[config.mk]
export PLATFORM = sky130hd
export DESIGN_NAME = http_get_request_parser
export DESIGN_NICKNAME = d
export VERILOG_FILES = /design/src/hw/rtl/hgp_pkg.sv /design/src/hw/rtl/hgp_out_reg.sv /design/src/hw/rtl/hgp_parser_core.sv /design/src/hw/rtl/http_get_request_parser.sv
export SDC_FILE = /design/constraint.sdc
export NUM_CORES = 1
export LEC_CHECK = 0
export BUFFER_PORTS_ARGS = -buffer_cell sky130_fd_sc_hd__buf_2
export CORE_MARGIN = 4
export CORE_UTILIZATION = 45
export CTS_CLUSTER_SIZE = 8
export DETAILED_ROUTE_END_ITERATION = 10
export PLACE_DENSITY = 0.74
export SYNTH_ARGS = -nofsm -noshare
export SYNTH_HDL_FRONTEND = slang
export SYNTH_HIERARCHICAL = 1
export SYNTH_SLANG_ARGS = --single-unit
[constraint.sdc]
create_clock -name clk -period 4.05 [get_ports clk]
set_input_delay 1.215 -clock clk [delete_from_list [all_inputs] [get_ports clk]]
set_output_delay 1.215 -clock clk [all_outputs]
set_load 0.005 [all_outputs]
[src/hw/rtl/hgp_pkg.sv]
// Types, constants and byte-matching functions of the HTTP GET request parser.
package hgp_pkg;

  localparam int unsigned MAX_REQUEST_BYTES = 1024;
  localparam int unsigned CNT_W = $clog2(MAX_REQUEST_BYTES + 1);

  localparam int unsigned IN_TDATA_W = 8;
  localparam int unsigned OUT_TDATA_W = 16;

  localparam logic [3:0] METHOD_LEN = 4'd4;
  localparam logic [3:0] VERSION_LEN = 4'd7;
  localparam logic [3:0] WORD_LEN = 4'd10;

  localparam logic [7:0] CHAR_NL = 8'h0A;
  localparam logic [7:0] CHAR_SPACE = 8'h20;
  localparam logic [7:0] CHAR_COLON = 8'h3A;

  localparam logic KIND_LOCATION = 1'b0;
  localparam logic KIND_VERDICT = 1'b1;

  typedef enum logic [3:0] {
    PH_METHOD     = 4'd0,
    PH_LOCATION   = 4'd1,
    PH_VERSION    = 4'd2,
    PH_LINE_REST  = 4'd3,
    PH_LINE_START = 4'd4,
    PH_KEY        = 4'd5,
    PH_VALUE      = 4'd6
  } phase_t;

  typedef enum logic [1:0] {
    VERDICT_ACCEPTED    = 2'd0,
    VERDICT_BAD_REQUEST = 2'd1,
    VERDICT_MALFORMED   = 2'd2
  } verdict_t;

  typedef struct packed {
    phase_t     phase;
    logic [3:0] pos;
    logic [7:0] held_byte;
    logic       held_valid;
    logic       conn_persist;
    logic       key_match;
    logic       value_match;
    logic       trail;
    logic       decided;
  } state_t;

  localparam state_t STATE_RESET = '{
    phase: PH_METHOD, pos: 4'd0, held_byte: 8'h00, held_valid: 1'b0,
    conn_persist: 1'b0, key_match: 1'b1, value_match: 1'b1, trail: 1'b0,
    decided: 1'b0
  };

  typedef struct packed {
    logic       kind;
    logic [7:0] loc;
    verdict_t   verdict;
    logic       conn_persist;
  } result_t;

  typedef struct packed {
    logic       flag;
    logic [3:0] pos;
    logic       trail;
  } word_match_t;

  function automatic logic [7:0] fold(input logic [7:0] b);
    return (b >= 8'h41 && b <= 8'h5A) ? b + 8'd32 : b;
  endfunction

  function automatic logic [7:0] method_char(input logic [3:0] idx);
    logic [7:0] c;
    case (idx)
      4'd0:    c = 8'h47;  // G
      4'd1:    c = 8'h45;  // E
      4'd2:    c = 8'h54;  // T
      4'd3:    c = CHAR_SPACE;
      default: c = 8'h00;
    endcase
    return c;
  endfunction

  function automatic logic [7:0] version_char(input logic [3:0] idx);
    logic [7:0] c;
    case (idx)
      4'd0:    c = 8'h48;  // H
      4'd1:    c = 8'h54;  // T
      4'd2:    c = 8'h54;  // T
      4'd3:    c = 8'h50;  // P
      4'd4:    c = 8'h2F;  // /
      4'd5:    c = 8'h31;  // 1
      4'd6:    c = 8'h2E;  // .
      default: c = 8'h00;
    endcase
    return c;
  endfunction

  // "connection" when sel_value is low, "keep-alive" when high
  function automatic logic [7:0] word_char(input logic sel_value, input logic [3:0] idx);
    logic [7:0] c;
    if (sel_value) begin
      case (idx)
        4'd0:    c = 8'h6B;  // k
        4'd1:    c = 8'h65;  // e
        4'd2:    c = 8'h65;  // e
        4'd3:    c = 8'h70;  // p
        4'd4:    c = 8'h2D;  // -
        4'd5:    c = 8'h61;  // a
        4'd6:    c = 8'h6C;  // l
        4'd7:    c = 8'h69;  // i
        4'd8:    c = 8'h76;  // v
        4'd9:    c = 8'h65;  // e
        default: c = 8'h00;
      endcase
    end else begin
      case (idx)
        4'd0:    c = 8'h63;  // c
        4'd1:    c = 8'h6F;  // o
        4'd2:    c = 8'h6E;  // n
        4'd3:    c = 8'h6E;  // n
        4'd4:    c = 8'h65;  // e
        4'd5:    c = 8'h63;  // c
        4'd6:    c = 8'h74;  // t
        4'd7:    c = 8'h69;  // i
        4'd8:    c = 8'h6F;  // o
        4'd9:    c = 8'h6E;  // n
        default: c = 8'h00;
      endcase
    end
    return c;
  endfunction

  // Trimmed, case-folded compare of one byte against a ten-character word
  function automatic word_match_t match_word(input logic [7:0] b, input logic sel_value,
                                             input logic flag, input logic [3:0] pos,
                                             input logic trail);
    word_match_t r;
    logic started;
    r.flag = flag;
    r.pos = pos;
    r.trail = trail;
    started = (pos != 4'd0) || !flag;
    if (b == CHAR_SPACE) begin
      if (started) r.trail = 1'b1;
    end else if (trail) begin
      r.flag = 1'b0;
    end else if (flag && pos < WORD_LEN && fold(b) == word_char(sel_value, pos)) begin
      r.pos = pos + 4'd1;
    end else begin
      r.flag = 1'b0;
    end
    return r;
  endfunction

endpackage

[src/hw/rtl/hgp_out_reg.sv]
// Result register that holds one parser result until the downstream side takes it.
module hgp_out_reg (
  input  logic                                clk,
  input  logic                                rst,
  input  logic                                load,
  input  hgp_pkg::result_t                    res,
  output logic                                m_tvalid,
  input  logic                                m_tready,
  // location_byte [7:0], verdict [9:8], conn_persist [10], zero [15:11]
  output logic [hgp_pkg::OUT_TDATA_W-1:0]     m_tdata,
  // result_kind
  output logic                                m_tlast
);

  hgp_pkg::result_t held;

  always_ff @(posedge clk) begin
    if (rst) begin
      m_tvalid <= 1'b0;
    end else if (load) begin
      m_tvalid <= 1'b1;
    end else if (m_tready) begin
      m_tvalid <= 1'b0;
    end
  end

  always_ff @(posedge clk) begin
    if (load) begin
      held <= res;
    end
  end

  assign m_tdata = {5'b0, held.conn_persist, held.verdict, held.loc};
  assign m_tlast = held.kind;

endmodule

[src/hw/rtl/hgp_parser_core.sv]
// Parser state registers and the one-byte update of the request state machine.
module hgp_parser_core (
  input  logic              clk,
  input  logic              rst,
  input  logic              step_en,
  input  logic [7:0]        step_byte,
  input  logic              step_last,
  output logic              res_valid,
  output hgp_pkg::result_t  res
);

  hgp_pkg::state_t            state;
  hgp_pkg::state_t            state_next;
  logic [hgp_pkg::CNT_W-1:0]  bytes_seen;
  logic [hgp_pkg::CNT_W-1:0]  bytes_seen_next;
  logic [hgp_pkg::CNT_W-1:0]  count_inc;
  logic                       last;
  hgp_pkg::word_match_t       mw;

  always_ff @(posedge clk) begin
    if (rst) begin
      state <= hgp_pkg::STATE_RESET;
      bytes_seen <= '0;
    end else if (step_en) begin
      state <= state_next;
      bytes_seen <= bytes_seen_next;
    end
  end

  always_comb begin
    state_next = state;
    res_valid = 1'b0;
    res = '0;
    mw = '0;
    count_inc = bytes_seen + 1'b1;
    last = step_last || (count_inc == hgp_pkg::CNT_W'(hgp_pkg::MAX_REQUEST_BYTES));

    if (!state.decided) begin
      if (step_byte == hgp_pkg::CHAR_NL) begin
        state_next.held_valid = 1'b0;
        unique case (state.phase)
          hgp_pkg::PH_METHOD, hgp_pkg::PH_LOCATION, hgp_pkg::PH_VERSION: begin
            res_valid = 1'b1;
            res.kind = hgp_pkg::KIND_VERDICT;
            res.verdict = hgp_pkg::VERDICT_BAD_REQUEST;
            state_next.decided = 1'b1;
          end
          hgp_pkg::PH_LINE_REST: begin
            state_next.phase = hgp_pkg::PH_LINE_START;
            state_next.pos = 4'd0;
            state_next.key_match = 1'b1;
            state_next.value_match = 1'b1;
            state_next.trail = 1'b0;
          end
          hgp_pkg::PH_LINE_START: begin
            // blank line: accept
            res_valid = 1'b1;
            res.kind = hgp_pkg::KIND_VERDICT;
            res.verdict = hgp_pkg::VERDICT_ACCEPTED;
            res.conn_persist = state.conn_persist;
            state_next.decided = 1'b1;
          end
          hgp_pkg::PH_KEY: begin
            res_valid = 1'b1;
            res.kind = hgp_pkg::KIND_VERDICT;
            res.verdict = hgp_pkg::VERDICT_MALFORMED;
            state_next.decided = 1'b1;
          end
          hgp_pkg::PH_VALUE: begin
            if (state.key_match) begin
              state_next.conn_persist = state.value_match && (state.pos == hgp_pkg::WORD_LEN);
            end
            state_next.phase = hgp_pkg::PH_LINE_START;
            state_next.pos = 4'd0;
            state_next.key_match = 1'b1;
            state_next.value_match = 1'b1;
            state_next.trail = 1'b0;
          end
          default: begin
          end
        endcase
      end else if (!last) begin
        if (state.held_valid) begin
          unique case (state.phase)
            hgp_pkg::PH_METHOD: begin
              if (state.pos < hgp_pkg::METHOD_LEN &&
                  state.held_byte == hgp_pkg::method_char(state.pos)) begin
                state_next.pos = state.pos + 4'd1;
                if (state.pos + 4'd1 == hgp_pkg::METHOD_LEN) begin
                  state_next.phase = hgp_pkg::PH_LOCATION;
                  state_next.pos = 4'd0;
                end
              end else begin
                res_valid = 1'b1;
                res.kind = hgp_pkg::KIND_VERDICT;
                res.verdict = hgp_pkg::VERDICT_BAD_REQUEST;
                state_next.decided = 1'b1;
              end
            end
            hgp_pkg::PH_LOCATION: begin
              if (state.held_byte == hgp_pkg::CHAR_SPACE) begin
                state_next.phase = hgp_pkg::PH_VERSION;
                state_next.pos = 4'd0;
              end else begin
                res_valid = 1'b1;
                res.kind = hgp_pkg::KIND_LOCATION;
                res.loc = state.held_byte;
              end
            end
            hgp_pkg::PH_VERSION: begin
              if (state.pos < hgp_pkg::VERSION_LEN &&
                  state.held_byte == hgp_pkg::version_char(state.pos)) begin
                state_next.pos = state.pos + 4'd1;
                if (state.pos + 4'd1 == hgp_pkg::VERSION_LEN) begin
                  state_next.phase = hgp_pkg::PH_LINE_REST;
                end
              end else begin
                res_valid = 1'b1;
                res.kind = hgp_pkg::KIND_VERDICT;
                res.verdict = hgp_pkg::VERDICT_BAD_REQUEST;
                state_next.decided = 1'b1;
              end
            end
            hgp_pkg::PH_LINE_REST: begin
            end
            hgp_pkg::PH_LINE_START, hgp_pkg::PH_KEY: begin
              state_next.phase = hgp_pkg::PH_KEY;
              if (state.held_byte == hgp_pkg::CHAR_COLON) begin
                state_next.key_match = state.key_match && (state.pos == hgp_pkg::WORD_LEN);
                state_next.pos = 4'd0;
                state_next.value_match = 1'b1;
                state_next.trail = 1'b0;
                state_next.phase = hgp_pkg::PH_VALUE;
              end else begin
                mw = hgp_pkg::match_word(state.held_byte, 1'b0, state.key_match,
                                         state.pos, state.trail);
                state_next.key_match = mw.flag;
                state_next.pos = mw.pos;
                state_next.trail = mw.trail;
              end
            end
            hgp_pkg::PH_VALUE: begin
              mw = hgp_pkg::match_word(state.held_byte, 1'b1, state.value_match,
                                       state.pos, state.trail);
              state_next.value_match = mw.flag;
              state_next.pos = mw.pos;
              state_next.trail = mw.trail;
            end
            default: begin
            end
          endcase
        end
        state_next.held_byte = step_byte;
        state_next.held_valid = 1'b1;
      end

      // unterminated end of request
      if (last && !state_next.decided) begin
        res_valid = 1'b1;
        res = '0;
        res.kind = hgp_pkg::KIND_VERDICT;
        res.verdict = (state_next.phase <= hgp_pkg::PH_LINE_REST) ?
                      hgp_pkg::VERDICT_BAD_REQUEST : hgp_pkg::VERDICT_MALFORMED;
      end
    end

    if (last) begin
      state_next = hgp_pkg::STATE_RESET;
      bytes_seen_next = '0;
    end else begin
      bytes_seen_next = count_inc;
    end
  end

endmodule

[src/hw/rtl/http_get_request_parser.sv]
// A byte waits in the input register; as it advances, one parser step loads its result.
// A location byte is held until the byte after it arrives, so its result waits for that byte.
// Throughput: one request byte per cycle while the result register is free or being taken.
// The input register empties whenever the result register is free or being taken.
// Reset: synchronous rst clears both register stages and the parser; no clearing pass.
// Top level of the HTTP GET request parser: input register, parser core, result register.
module http_get_request_parser (
  input  logic                                clk,
  input  logic                                rst,
  // request byte stream
  input  logic                                s_tvalid,
  output logic                                s_tready,
  // data_byte [7:0]
  input  logic [hgp_pkg::IN_TDATA_W-1:0]      s_tdata,
  // end_of_request
  input  logic                                s_tlast,
  // result stream
  output logic                                m_tvalid,
  input  logic                                m_tready,
  // location_byte [7:0], verdict [9:8], conn_persist [10], zero [15:11]
  output logic [hgp_pkg::OUT_TDATA_W-1:0]     m_tdata,
  // result_kind: 0 location byte, 1 verdict (last of a request)
  output logic                                m_tlast
);

  logic                  in_valid;
  logic [7:0]            in_byte;
  logic                  in_last;
  logic                  out_free;
  logic                  advance;
  logic                  res_valid;
  hgp_pkg::result_t      res;

  // The result register is free when empty or when its result leaves this cycle.
  assign out_free = !m_tvalid || m_tready;
  // Advance the held byte through the parser whenever its result has a place to go.
  assign advance  = in_valid && out_free;
  assign s_tready = !in_valid || out_free;

  // Input register: hold one request byte until the parser takes it.
  always_ff @(posedge clk) begin
    if (rst) begin
      in_valid <= 1'b0;
    end else if (s_tvalid && s_tready) begin
      in_valid <= 1'b1;
    end else if (advance) begin
      in_valid <= 1'b0;
    end
  end

  always_ff @(posedge clk) begin
    if (s_tvalid && s_tready) begin
      in_byte <= s_tdata[7:0];
      in_last <= s_tlast;
    end
  end

  // Parser state machine: one byte per advance, at most one result.
  hgp_parser_core u_core (
    .clk       (clk),
    .rst       (rst),
    .step_en   (advance),
    .step_byte (in_byte),
    .step_last (in_last),
    .res_valid (res_valid),
    .res       (res)
  );

  // Result register: load only bytes that produce a result; drop the rest.
  hgp_out_reg u_out (
    .clk      (clk),
    .rst      (rst),
    .load     (advance && res_valid),
    .res      (res),
    .m_tvalid (m_tvalid),
    .m_tready (m_tready),
    .m_tdata  (m_tdata),
    .m_tlast  (m_tlast)
  );

endmodule

==> results of run 1 <==
==> report_power, final <==
group / internal [W] / leakage (nW) / switching [W] / total [W]
Clock: 0.000329 / 0.113 / 0.000261 / 0.000590
Sequential: 0.000726 / 0.592 / 0.0000164 / 0.000743
Combinational: 0.0000465 / 1.22 / 0.0000779 / 0.000124
==> stage by stage <==
step / instance area (sq um) / hold WS [ns] / instances
3_3_place_gp: 4848 / 0.4770 / 695
6_report: 5105 / 0.4958 / 712
5_1_grt: 5105 / 0.5525 / 712
4_1_cts: 5064 / 0.4989 / 711
3_5_place_dp: 4848 / 0.4865 / 695
2_1_floorplan: 4498 / 0.4558 / 543
==> metal layers <==
| layer | global-route usage [%] | vias to the layer above | part of all wire, % |
|---|---|---|---|
| met5 | 0 | - | 0 |
| met4 | 6.853 | 0 | 2.2 |
| met3 | 5.039 | 33 | 9.4 |
| met2 | 34.86 | 259 | 46 |
| met1 | 28.72 | 2048 | 43 |
| li1 | - | 2071 | - |
==> critical path, delay by kind of cell, from the launching register on <==
| kind | cells | cell delay (ns) |
|---|---|---|
| xor+xnor | 1 | 0.10 |
| mux | 1 | 0.27 |
| flops | 1 | 0.39 |
| compound gates | 5 | 0.98 |
| fa+ha+maj | 2 | 0.50 |
| simple gates | 3 | 1.17 |
| buf+inv | 3 | 0.37 |
==> cell usage after synthesis, types with 5 or more instances <==
cell type and number:
a31oi_1 10, a21o_1 5, clkbuf_1 26, nand2_1 44
buf_4 7, and2_1 10, mux2i_1 5, o21ai_0 26
a211oi_1 6, edfxtp_1 21, a211o_1 6, nor3_1 12
nor4_1 13, nand3_1 22, and3_1 16, nor2b_1 5
inv_1 16, dfxtp_1 48, xnor2_1 13, o211ai_1 6
nor2_1 48, nand2b_1 10, a21oi_1 40, nand4_1 12
nand4b_1 6, ha_1 11, or3_1 7
==> worst max-delay path by stage <==
stage                                             start  endpoint  slack, ns  cells past startpoint
after floorplan                                m_tready      flop       0.19                     13
after global placement                         m_tready      flop       0.22                     14
after detailed placement  u_core/state[15]$_SDFFE_PP0N_      flop       0.13                     15
after CTS                 u_core/state[15]$_SDFFE_PP0N_      flop       0.10                     15
after global routing      u_core/state[14]$_SDFFE_PP0N_      flop      0.001                     15
final                     u_core/state[15]$_SDFFE_PP0N_      flop       0.15                     15
==> timing repair <==
item                       CTS  global route
gates resized for setup      0            11
buffers inserted             0             1
setup endpoints to repair    0             8
==> cells by family (layout without fill, tap and decap cells) <==
group,after synthesis,after routing,synth area share (%)
xor gates and xnor gates,15,15,2.931
muxes,6,6,1.368
AOI/OAI and AO/OA,143,143,21.91
buffers and inverters,56,92,5.554
and+or+nand+nor,238,238,29.58
adders and majority gates,11,11,3.070
other,1,5,0.08365
DFF,69,69,35.50
==> area by class of cell <==
class | instances | area share [%]
inverter | 18 | 1.373
tap | 133 | 3.260
clock buffer | 14 | 4.020
sequential | 69 | 31.23
clock inverter | 2 | 0.1961
timing repair buffer | 58 | 7.255
multi-input combinational | 418 | 52.67
==> metrics.md, run 1 <==
| Metric | Value |
|---|---|
| Initial antenna violation count | 0 |
| Hold path depth | 2 |
| Reg2Reg Depth | 15 |
| Total Routing Usage GR | between 20% and 30% |
| PortBufs | 26 |
| CP startpoint kind | flop |
| Peak supply drop | about 0.22 mV |
| First-pass GRT wire length | ~20,000 um |
| Antenna Diode Count | 0 |
| FF-to-FF Start | u_core/state[15]$_SDFFE_PP0N_ |
| Post-DRT Antenna Nets | 0 |
| Vias in the first global route | between 4,000 and 5,000 |
| Final Hold Viols | 0 |
| Area Growth Syn to Fin | 13.87% |
| Max cap viols | 0 |
| Pre-CTS WS | 0.1290 ns |
| CP endpoint kind | flop |
| Worst hold path class | flop to flop |
| Clk_lat worst skew | between 0.3 and 0.4 ns |
| Crit-path max FO | 9 |
| Synth top area share | a little over a fifth |
| Final slew viol count | 0 |
| Core Region | 0.009729 sq mm |
| Final net count | 598 |
| Hold path startpoint | u_core/bytes_seen[10]$_SDFFE_PP0P_ |
| Tmin final | just under 4 ns |
| Crit share post-route | between 90% and 100% |
| Final Setup Violations | 0 |
| Primary FF master, synth | dfxtp_1 |
| Slew HR | between 50% and 60% |
| DR vias/cell | 6.195 |
| Slowest CP cell | or4_4 |
| CTS Root Cell | clkbuf_8 |
| Commonest non-fill, non-tap cell in the layout | nor2_1 |
| Multi-input combinational cell area | 0.002689 sq mm |
| Sequential element share of the synthesized area | 35.50% |
| Mapped Avg Cell Area | about 8.3 sq um |
| Largest net degree at the start of global routing | 21 |
| GRT Residual Overflow | 0 |
| # rows | 36 |
| Distinct cells, synth | 80 |
| Cell Pwr Density | between 200 and 300 mW/mm^2 |
| Total number of yosys warnings | 6 |
| Via Count | approximately 4,400 |
| LEAKAGE | between 1.5 and 2 nW |
| # IOs | 32 |
| Routability cong. | about 1.0 |
| DR DRC count | 0 |
| Die width | between 100 and 150 um |
| Worst R2R Setup Slack | approximately 0.15 ns |
| Fin Setup TNS | 0 ns |
| Die H | between 100 and 150 um |
| DRT iter0 DRCs | around 610 |
| Fraction of layout cells with a size suffix above 1 | around 18% |
| Max Clk Rate | about 0.26 GHz |
| 1st-pass router iterations | 8 |
| Post-CTS Hold Fix Bufs | 0 |
| Cells after Synth | ~540 |
| Yosys reg bits | 69 |
| Hold Crit Endpoint | u_core/bytes_seen[10]$_SDFFE_PP0P_ |
| Finished Core Util | 52.47% |
| Clock Skew | approximately 0.0085 ns |
| Register Area | about 0.0016 sq mm |
| Synthesized cell area | 0.004483 sq mm |
| Outcome | finished, final reports clean |
| Clock slew at reported path FFs | roughly 0.07 ns |
| Top cell type by total area after synthesis | dfxtp_1 |
| Number of synthesized flops with an enable pin | 21 |
| Commonest non-fill, non-tap cells in the layout | nor2_1, dfxtp_1, nand2_1, a21oi_1, buf_4 |
| WS Path Type | flop to flop |
| Top cell by count, worst path | ha_1 |
| H-tree Lvls | 3 |
| Number of CTS-inserted buffers | 9 |
| Crit path largest cell delay | approximately 0.50 ns |
| Worst Path Required | between 4 and 5 ns |
| WL final | ~12,000 um |
| Avg WL per Cell | between 15 and 20 um |
| Worst path arrival time | 4.14 ns |
| Tot Pwr | 0.001457 W |
| Number of fillers in the final layout | about 930 |
| Final worst slack | around 0.15 ns |
| RSZ-0062 raised after global routing | no |
| Async SR Flop Fraction | 0% |
| Starting Density | approximately 46% |
| Synth top area cells | dfxtp_1, edfxtp_1, a21oi_1, nor2_1, nand2_1 |
| CTS sink count | 69 |
| CP cell instances | inv_1 > ha_1 > o31ai_1 > xnor2_1 > nor4b_1 > nand4_1 > buf_4 > a21o_1 > or4_4 > a31oi_4 > inv_4 > ha_1 > a41oi_1 > o211ai_1 > mux2_2 |
| CTS tree | yes |
| DP Wirelength | just over 9000 um |
| Max clock buf depth | 2 |
| Die area | about 0.012 sq mm |
| Worst-Margin Slew | roughly 0.67 ns |
No activity file was read; power rests on OpenSTA's default activity.
==> run 2, diff against run 1 <==
--- a/config.mk
+++ b/config.mk
@@ -6,11 +6,13 @@
 export NUM_CORES = 1
 export LEC_CHECK = 0
 export BUFFER_PORTS_ARGS = -buffer_cell sky130_fd_sc_hd__buf_2
+export CELL_PAD_IN_SITES_DETAIL_PLACEMENT = 0
+export CELL_PAD_IN_SITES_GLOBAL_PLACEMENT = 1
 export CORE_MARGIN = 4
-export CORE_UTILIZATION = 45
+export CORE_UTILIZATION = 42
 export CTS_CLUSTER_SIZE = 8
 export DETAILED_ROUTE_END_ITERATION = 10
-export PLACE_DENSITY = 0.74
+export PLACE_DENSITY = 0.86
 export SYNTH_ARGS = -nofsm -noshare
 export SYNTH_HDL_FRONTEND = slang
 export SYNTH_HIERARCHICAL = 1
==> metrics.md, run 2 (synthesized netlist as in run 1, its figures left out) <==
| Metric | Value |
|---|---|
| Outcome | finished, final reports clean (unchanged) |
| Tmin final | 3.838 ns (was 3.897 ns) |
| CP startpoint kind | flop (unchanged) |
| Metal3 WL | 1069 um (was 1148 um) |
| Switching share of power | 24.64% (was 24.40%) |
| Slowest CP cell | or4_4 (unchanged) |
| Avg WL per Cell | 17.59 um (was 17.20 um) |
| Crit path largest cell delay | 0.56 ns (was 0.50 ns) |
| Post-CTS Hold Fix Bufs | 0 (unchanged) |
| Clk_lat worst skew | 0.35 ns (about the same) |
| Core Region | 0.01037 sq mm (was 0.009729 sq mm) |
| Antenna Diode Count | 0 (unchanged) |
| CTS Root Cell | clkbuf_8 (unchanged) |
| Uppermost layer routed | met4 (unchanged) |
| Slew HR | 53.31% (was 55.01%) |
| Combinational Power Share | 9.3% (was 8.5%) |
| GRT Residual Overflow | 0 (unchanged) |
| Routability cong. | 0.9713 (was 1.016) |
| DR DRC count | 0 (unchanged) |
| Die area | 0.01239 sq mm (was 0.01162 sq mm) |
| Clock slew at reported path FFs | 0.07 ns (about the same) |
| # IOs | 32 (unchanged) |
| CTS tree | yes (unchanged) |
| DRT iter0 DRCs | 389 (was 612) |
| Placed cells | 710 (was 695) |
| FF-to-FF Start | u_core/state[10]$_SDFFE_PP0P_ (was u_core/state[15]$_SDFFE_PP0N_) |
| CP cell instances | buf_4 > nor3_4 > a2111oi_4 > a2111oi_1 > o2111ai_1 > a211o_1 > or4_4 > a31oi_4 > inv_4 > ha_1 > a41oi_1 > o211ai_1 > mux2_2 (was inv_1 > ha_1 > o31ai_1 > xnor2_1 > nor4b_1 > nand4_1 > buf_4 > a21o_1 > or4_4 > a31oi_4 > inv_4 > ha_1 > a41oi_1 > o211ai_1 > mux2_2) |
| Starting Density | 43.23% (was 46.08%) |
| DP Wirelength | 9747 um (was 9067 um) |
| Area Growth Syn to Fin | 15.29% (was 13.87%) |
| First-pass GRT wire length | 20,890 um (was 20,110 um) |
| Worst-Margin Slew | 0.7004 ns (was 0.6748 ns) |
| Fin Setup TNS | 0 ns (unchanged) |
| Max Clk Rate | 0.2606 GHz (was 0.2566 GHz) |
| Die width | 111.3 um (was 107.8 um) |
| WL final | 12,790 um (was 12,240 um) |
| H-tree Lvls | 3 (unchanged) |
| Number of CTS-inserted buffers | 9 (unchanged) |
| Metal2 WL | 5723 um (was 5592 um) |
| Fraction of layout cells with a size suffix above 1 | 19.12% (was 17.79%) |
| Met1 wire length | 5603 um (was 5230 um) |
| Via Count | 4,419 (was 4,411) |
| Crit share post-route | 94.75% (was 96.22%) |
| Max cap viols | 0 (unchanged) |
| Final net count | 610 (was 598) |
| Vias in the first global route | 4,256 (was 4,066) |
| Worst Path Required | 4.28 ns (was 4.29 ns) |
| Final Hold Viols | 0 (unchanged) |
| RSZ-0062 raised after global routing | no (unchanged) |
| Max clock buf depth | 2 (unchanged) |
| LEAKAGE | 1.956 nW (was 1.923 nW) |
| Internal power | 0.001031 W (was 0.001102 W) |
| Worst path arrival time | 4.07 ns (was 4.14 ns) |
| WS Path Type | flop to flop (unchanged) |
| Final slew viol count | 0 (unchanged) |
| Commonest non-fill, non-tap cell in the layout | nor2_1 (unchanged) |
| Psw | 0.0003370 W (was 0.0003557 W) |
| Cell Pwr Density | 264.6 mW/mm^2 (was 285.5 mW/mm^2) |
| Die H | 111.3 um (was 107.8 um) |
| Worst hold path class | flop to flop (unchanged) |
| DR vias/cell | 6.078 (was 6.195) |
| PortBufs | 26 (unchanged) |
| Largest net degree at the start of global routing | 21 (unchanged) |
| CTS sink count | 69 (unchanged) |
| CP endpoint kind | flop (unchanged) |
| Crit-path max FO | 6 (was 9) |
| Total Routing Usage GR | 20.62% (was 21.66%) |
| Share of power burned in registers | 54.3% (was 51.0%) |
| Finished Layout Cells | 727 (was 712) |
| Commonest non-fill, non-tap cells in the layout | nor2_1, dfxtp_1, buf_4, nand2_1, a21oi_1 (was nor2_1, dfxtp_1, nand2_1, a21oi_1, buf_4) |
| Clk pwr share | 36.4% (was 40.5%) |
| Hold path startpoint | u_core/bytes_seen[10]$_SDFFE_PP0P_ (unchanged) |
| 1st-pass router iterations | 5 (was 8) |
| Final Setup Violations | 0 (unchanged) |
| Clock Skew | 0.009587 ns (was 0.008474 ns) |
| Peak supply drop | 0.1384 mV (was 0.2215 mV) |
| # rows | 37 (was 36) |
| Initial antenna violation count | 0 (unchanged) |
| Post-DRT Antenna Nets | 0 (unchanged) |
| CP startpoint | u_core/state[10]$_SDFFE_PP0P_ (was u_core/state[15]$_SDFFE_PP0N_) |
-- run 2: changes by cell type in the layout (fill, tap and decap cells not counted) --
cell / before / now
nor4b_2: 0 / 1
ha_1: 10 / 8
nor4_2: 1 / 0
buf_4: 32 / 44
clkbuf_16: 2 / 0
nor4_4: 0 / 1
nand3_2: 1 / 0
dfxtp_2: 2 / 1
clkbuf_1: 1 / 4
clkinv_2: 2 / 1
nor4b_1: 3 / 2
ha_2: 1 / 3
nand3_1: 21 / 22
dfxtp_1: 46 / 47
-- run 2: routing by layer --
layer | global-route usage (%) | up-vias
met2 | 31.48 | 211
met4 | 9.327 | 0
met5 | 0 | -
li1 | - | 2091
met3 | 5.622 | 31
met1 | 27.26 | 2086
-- run 2: cell type report --
type | instances | area, sq um
Sequential cell | 69 | 1593
Timing Repair Buffer | 70 | 460.4
Multi-Input combinational cell | 418 | 2704
Fill cell | 1034 | 5201
Clock inverter | 1 | 5.005
Inverter | 18 | 70.07
Tap cell | 136 | 170.2
Clock buffer | 15 | 166.4
-- run 2: metrics by stage --
step | hold WS (ns) | total power [W] | utilization (%) | instance area, sq um | setup slack, ns
2_1_floorplan | 0.4558 | 0.0008360 | - | 4498 | 0.1892
3_3_place_gp | 0.4757 | 0.0008791 | 47.66 | 4942 | 0.1533
3_5_place_dp | 0.5065 | 0.0008812 | 47.66 | 4942 | 0.1396
4_1_cts | 0.5168 | 0.001383 | 49.31 | 5114 | 0.1406
5_1_grt | 0.5372 | 0.001425 | 49.84 | 5169 | 0.01505
6_report | 0.5112 | 0.001368 | 49.84 | 5169 | 0.2125
-- run 2: path summary, 6_finish.rpt --
path / endpoint / slack (ns) / cells past startpoint
worst max-delay path: flop / 0.21 / 13
worst max register to register: flop / 0.21 / 13
worst min register to register: u_core/bytes_seen[10]$_SDFFE_PP0P_ / 0.51 / 2
worst min-delay path: u_core/bytes_seen[10]$_SDFFE_PP0P_ / 0.51 / 2
-- run 2: what timing repair did --
action | 4_1_cts | 5_1_grt
gates resized for setup | 0 | 13
setup endpoints to repair | 0 | 4
setup buffers | 0 | 1
-- run 2: power by group through the flow --
stage	registers (W)	logic, W	clock network, W
floorplan	0.000751	0.0000853	0
global placement	0.000757	0.000122	0
global route	0.000744	0.000139	0.000542
CTS	0.000742	0.000124	0.000517
finish	0.000743	0.000127	0.000498
detailed placement	0.000757	0.000124	0
-- run 2: worst max-delay path, delay by kind of cell (launching register included) --
kind / cells / cell delay (ns)
flip-flops: 1 / 0.40
AO/OA/AOI/OAI: 7 / 1.84
multiplexers: 1 / 0.27
buffers and inverters: 2 / 0.25
adder cells (fa/ha/maj): 1 / 0.21
AND/OR/NAND/NOR: 2 / 0.75
==> run 3, diff against run 2 <==
==> constraint.sdc (replaced) <==
create_clock -name clk -period 4.05 [get_ports clk]
set_input_delay 0 -clock clk [delete_from_list [all_inputs] [get_ports clk]]
set_output_delay 0 -clock clk [all_outputs]
set_load 0.005 [all_outputs]
==> metrics.md, run 3 (synthesized netlist as in run 1, its figures left out) <==
| Metric | Value |
|---|---|
| Outcome | finished, final reports clean (unchanged) |
| Commonest non-fill, non-tap cell in the layout | nor2_1 (unchanged) |
| CTS tree | yes (unchanged) |
| Worst hold path class | input pin to flop (was flop to flop) |
| Slew HR | 52.55% (was 53.31%) |
| GRT Residual Overflow | 0 (unchanged) |
| Die width | 111.3 um (unchanged) |
| CP startpoint kind | flop (unchanged) |
| Post-DRT Antenna Nets | 0 (unchanged) |
| Total Routing Usage GR | 20.87% (was 20.62%) |
| Clk_lat worst skew | 0.36 ns (was 0.35 ns) |
| Routability cong. | 0.9824 (was 0.9713) |
| Register Area | 0.001595 sq mm (was 0.001593 sq mm) |
| Core Region | 0.01037 sq mm (unchanged) |
| Final Setup Violations | 0 (unchanged) |
| Fraction of layout cells with a size suffix above 1 | 17.37% (was 19.12%) |
| Via Count | 4,371 (was 4,419) |
| # rows | 37 (unchanged) |
| Tmin final | 3.816 ns (was 3.838 ns) |
| Die area | 0.01239 sq mm (unchanged) |
| WS Path Type | flop to flop (unchanged) |
| Avg WL per Cell | 17.67 um (was 17.59 um) |
| DRT iter0 DRCs | 427 (was 389) |
| Worst-Margin Slew | 0.7117 ns (was 0.7004 ns) |
| Worst path arrival time | 4.07 ns (about the same) |
| Multi-input combinational cell area | 0.002680 sq mm (was 0.002704 sq mm) |
| Cell Pwr Density | 273.4 mW/mm^2 (was 264.6 mW/mm^2) |
| # IOs | 32 (unchanged) |
| Reg2Reg Depth | 14 (was 13) |
| First-pass GRT wire length | 21,220 um (was 20,890 um) |
| Crit share post-route | 94.22% (was 94.75%) |
| WL final | 12,880 um (was 12,790 um) |
| Antenna Diode Count | 0 (unchanged) |
| Clock Skew | 0.005498 ns (was 0.009587 ns) |
| Die H | 111.3 um (unchanged) |
| Largest net degree at the start of global routing | 34 (was 21) |
| LEAKAGE | 1.964 nW (was 1.956 nW) |
| CTS Root Cell | clkbuf_8 (unchanged) |
| Number of CTS-inserted buffers | 9 (unchanged) |
| PortBufs | 26 (unchanged) |
| 1st-pass router iterations | 5 (unchanged) |
| Commonest non-fill, non-tap cells in the layout | nor2_1, dfxtp_1, nand2_1, a21oi_1, buf_4 (was nor2_1, dfxtp_1, buf_4, nand2_1, a21oi_1) |
| Final slew viol count | 0 (unchanged) |
| Max Clk Rate | 0.2621 GHz (was 0.2606 GHz) |
| Area Growth Syn to Fin | 16.08% (was 15.29%) |
| CP endpoint kind | flop (unchanged) |
| Crit-path max FO | 9 (was 6) |
| DR DRC count | 0 (unchanged) |
| H-tree Lvls | 3 (unchanged) |
| DR vias/cell | 5.996 (was 6.078) |
| Final Hold Viols | 0 (unchanged) |
| Final net count | 612 (was 610) |
| DP Wirelength | 9524 um (was 9747 um) |
| Final worst slack | 0.2340 ns (was 0.2125 ns) |
| Finished Layout Cells | 729 (was 727) |
| Pre-CTS WS | -0.0008895 ns (was 0.1396 ns) |
| Initial antenna violation count | 0 (unchanged) |
| Number of fillers in the final layout | 986 (was 1,034) |
| CTS sink count | 69 (unchanged) |
| Placed cells | 700 (was 710) |
| Clock slew at reported path FFs | 0.07 ns (about the same) |
| Max clock buf depth | 2 (unchanged) |
| Starting Density | 43.23% (unchanged) |
| Hold path depth | 2 (unchanged) |
| Vias in the first global route | 4,260 (was 4,256) |
| Tightest hold margin | 0.1753 ns (was 0.5112 ns) |
| Max cap viols | 0 (unchanged) |
| Peak supply drop | 0.1645 mV (was 0.1384 mV) |
| Worst Path Required | 4.30 ns (was 4.28 ns) |
## run 3: power breakdown
group	internal, W	total (W)	switching (W)
sequential	0.000726	0.000743	0.0000165
combinational	0.0000538	0.000133	0.0000788
clock	0.000281	0.000547	0.000267
total	0.00106	0.00142	0.000362
## run 3: repair_timing
item	in CTS	in global routing
hold buffers	12	0
pin swaps	1	0
hold endpoints to repair	11	0
resized for setup	0	9
endpoints found under the setup margin	1	8
buffers inserted	1	0
## run 3: layout make-up
class | count | share of cell area [%]
Tap cell | 136 | 3.270
Sequential cell | 69 | 30.66
Multi-Input combinational cell | 418 | 51.50
Clock inverter | 5 | 0.9858
Inverter | 18 | 1.346
Clock buffer | 11 | 2.525
Timing Repair Buffer | 72 | 9.714
## run 3: critical path, stage by stage (launching register included)
cell      delay [ns]
dfxtp_1         0.31
buf_4           0.16
ha_1            0.31
or3_1           0.39
a211o_1         0.29
a211o_1         0.30
nand2_1         0.09
nand3_1         0.16
or4_4           0.60
a31oi_4         0.27
inv_4           0.05
ha_1            0.21
a41oi_1         0.19
o211ai_1        0.11
mux2_2          0.27
## run 3: worst paths after layout
path                                           start                                  to  slack [ns]
setup reg to reg       u_core/state[14]$_SDFFE_PP0N_                                flop        0.23
hold reg to reg   u_core/bytes_seen[10]$_SDFFE_PP0P_  u_core/bytes_seen[10]$_SDFFE_PP0P_        0.49
hold / removal                                   rst        u_core/state[4]$_SDFFE_PP0P_        0.18
setup / recovery       u_core/state[14]$_SDFFE_PP0N_                                flop        0.23
## run 3: routing by layer
layer	GRT usage [%]	vias up	routed length (um)
met5	0	-	0
met4	9.570	0	392
met3	3.876	30	957
met2	32.85	184	5869
met1	27.84	2056	5662
li1	-	2101	-
## run 3: metrics by stage
stage               utilization (%)  setup TNS, ns   power, W  instance area (sq um)
detailed placement            46.94     -0.0008895  0.0008792                   4867
finish                        50.18              0   0.001423                   5204
CTS                           49.93              0   0.001435                   5177
global placement              46.94              0  0.0008768                   4867
global route                  50.18      -0.004355   0.001477                   5204
floorplan                         -              0  0.0008360                   4498
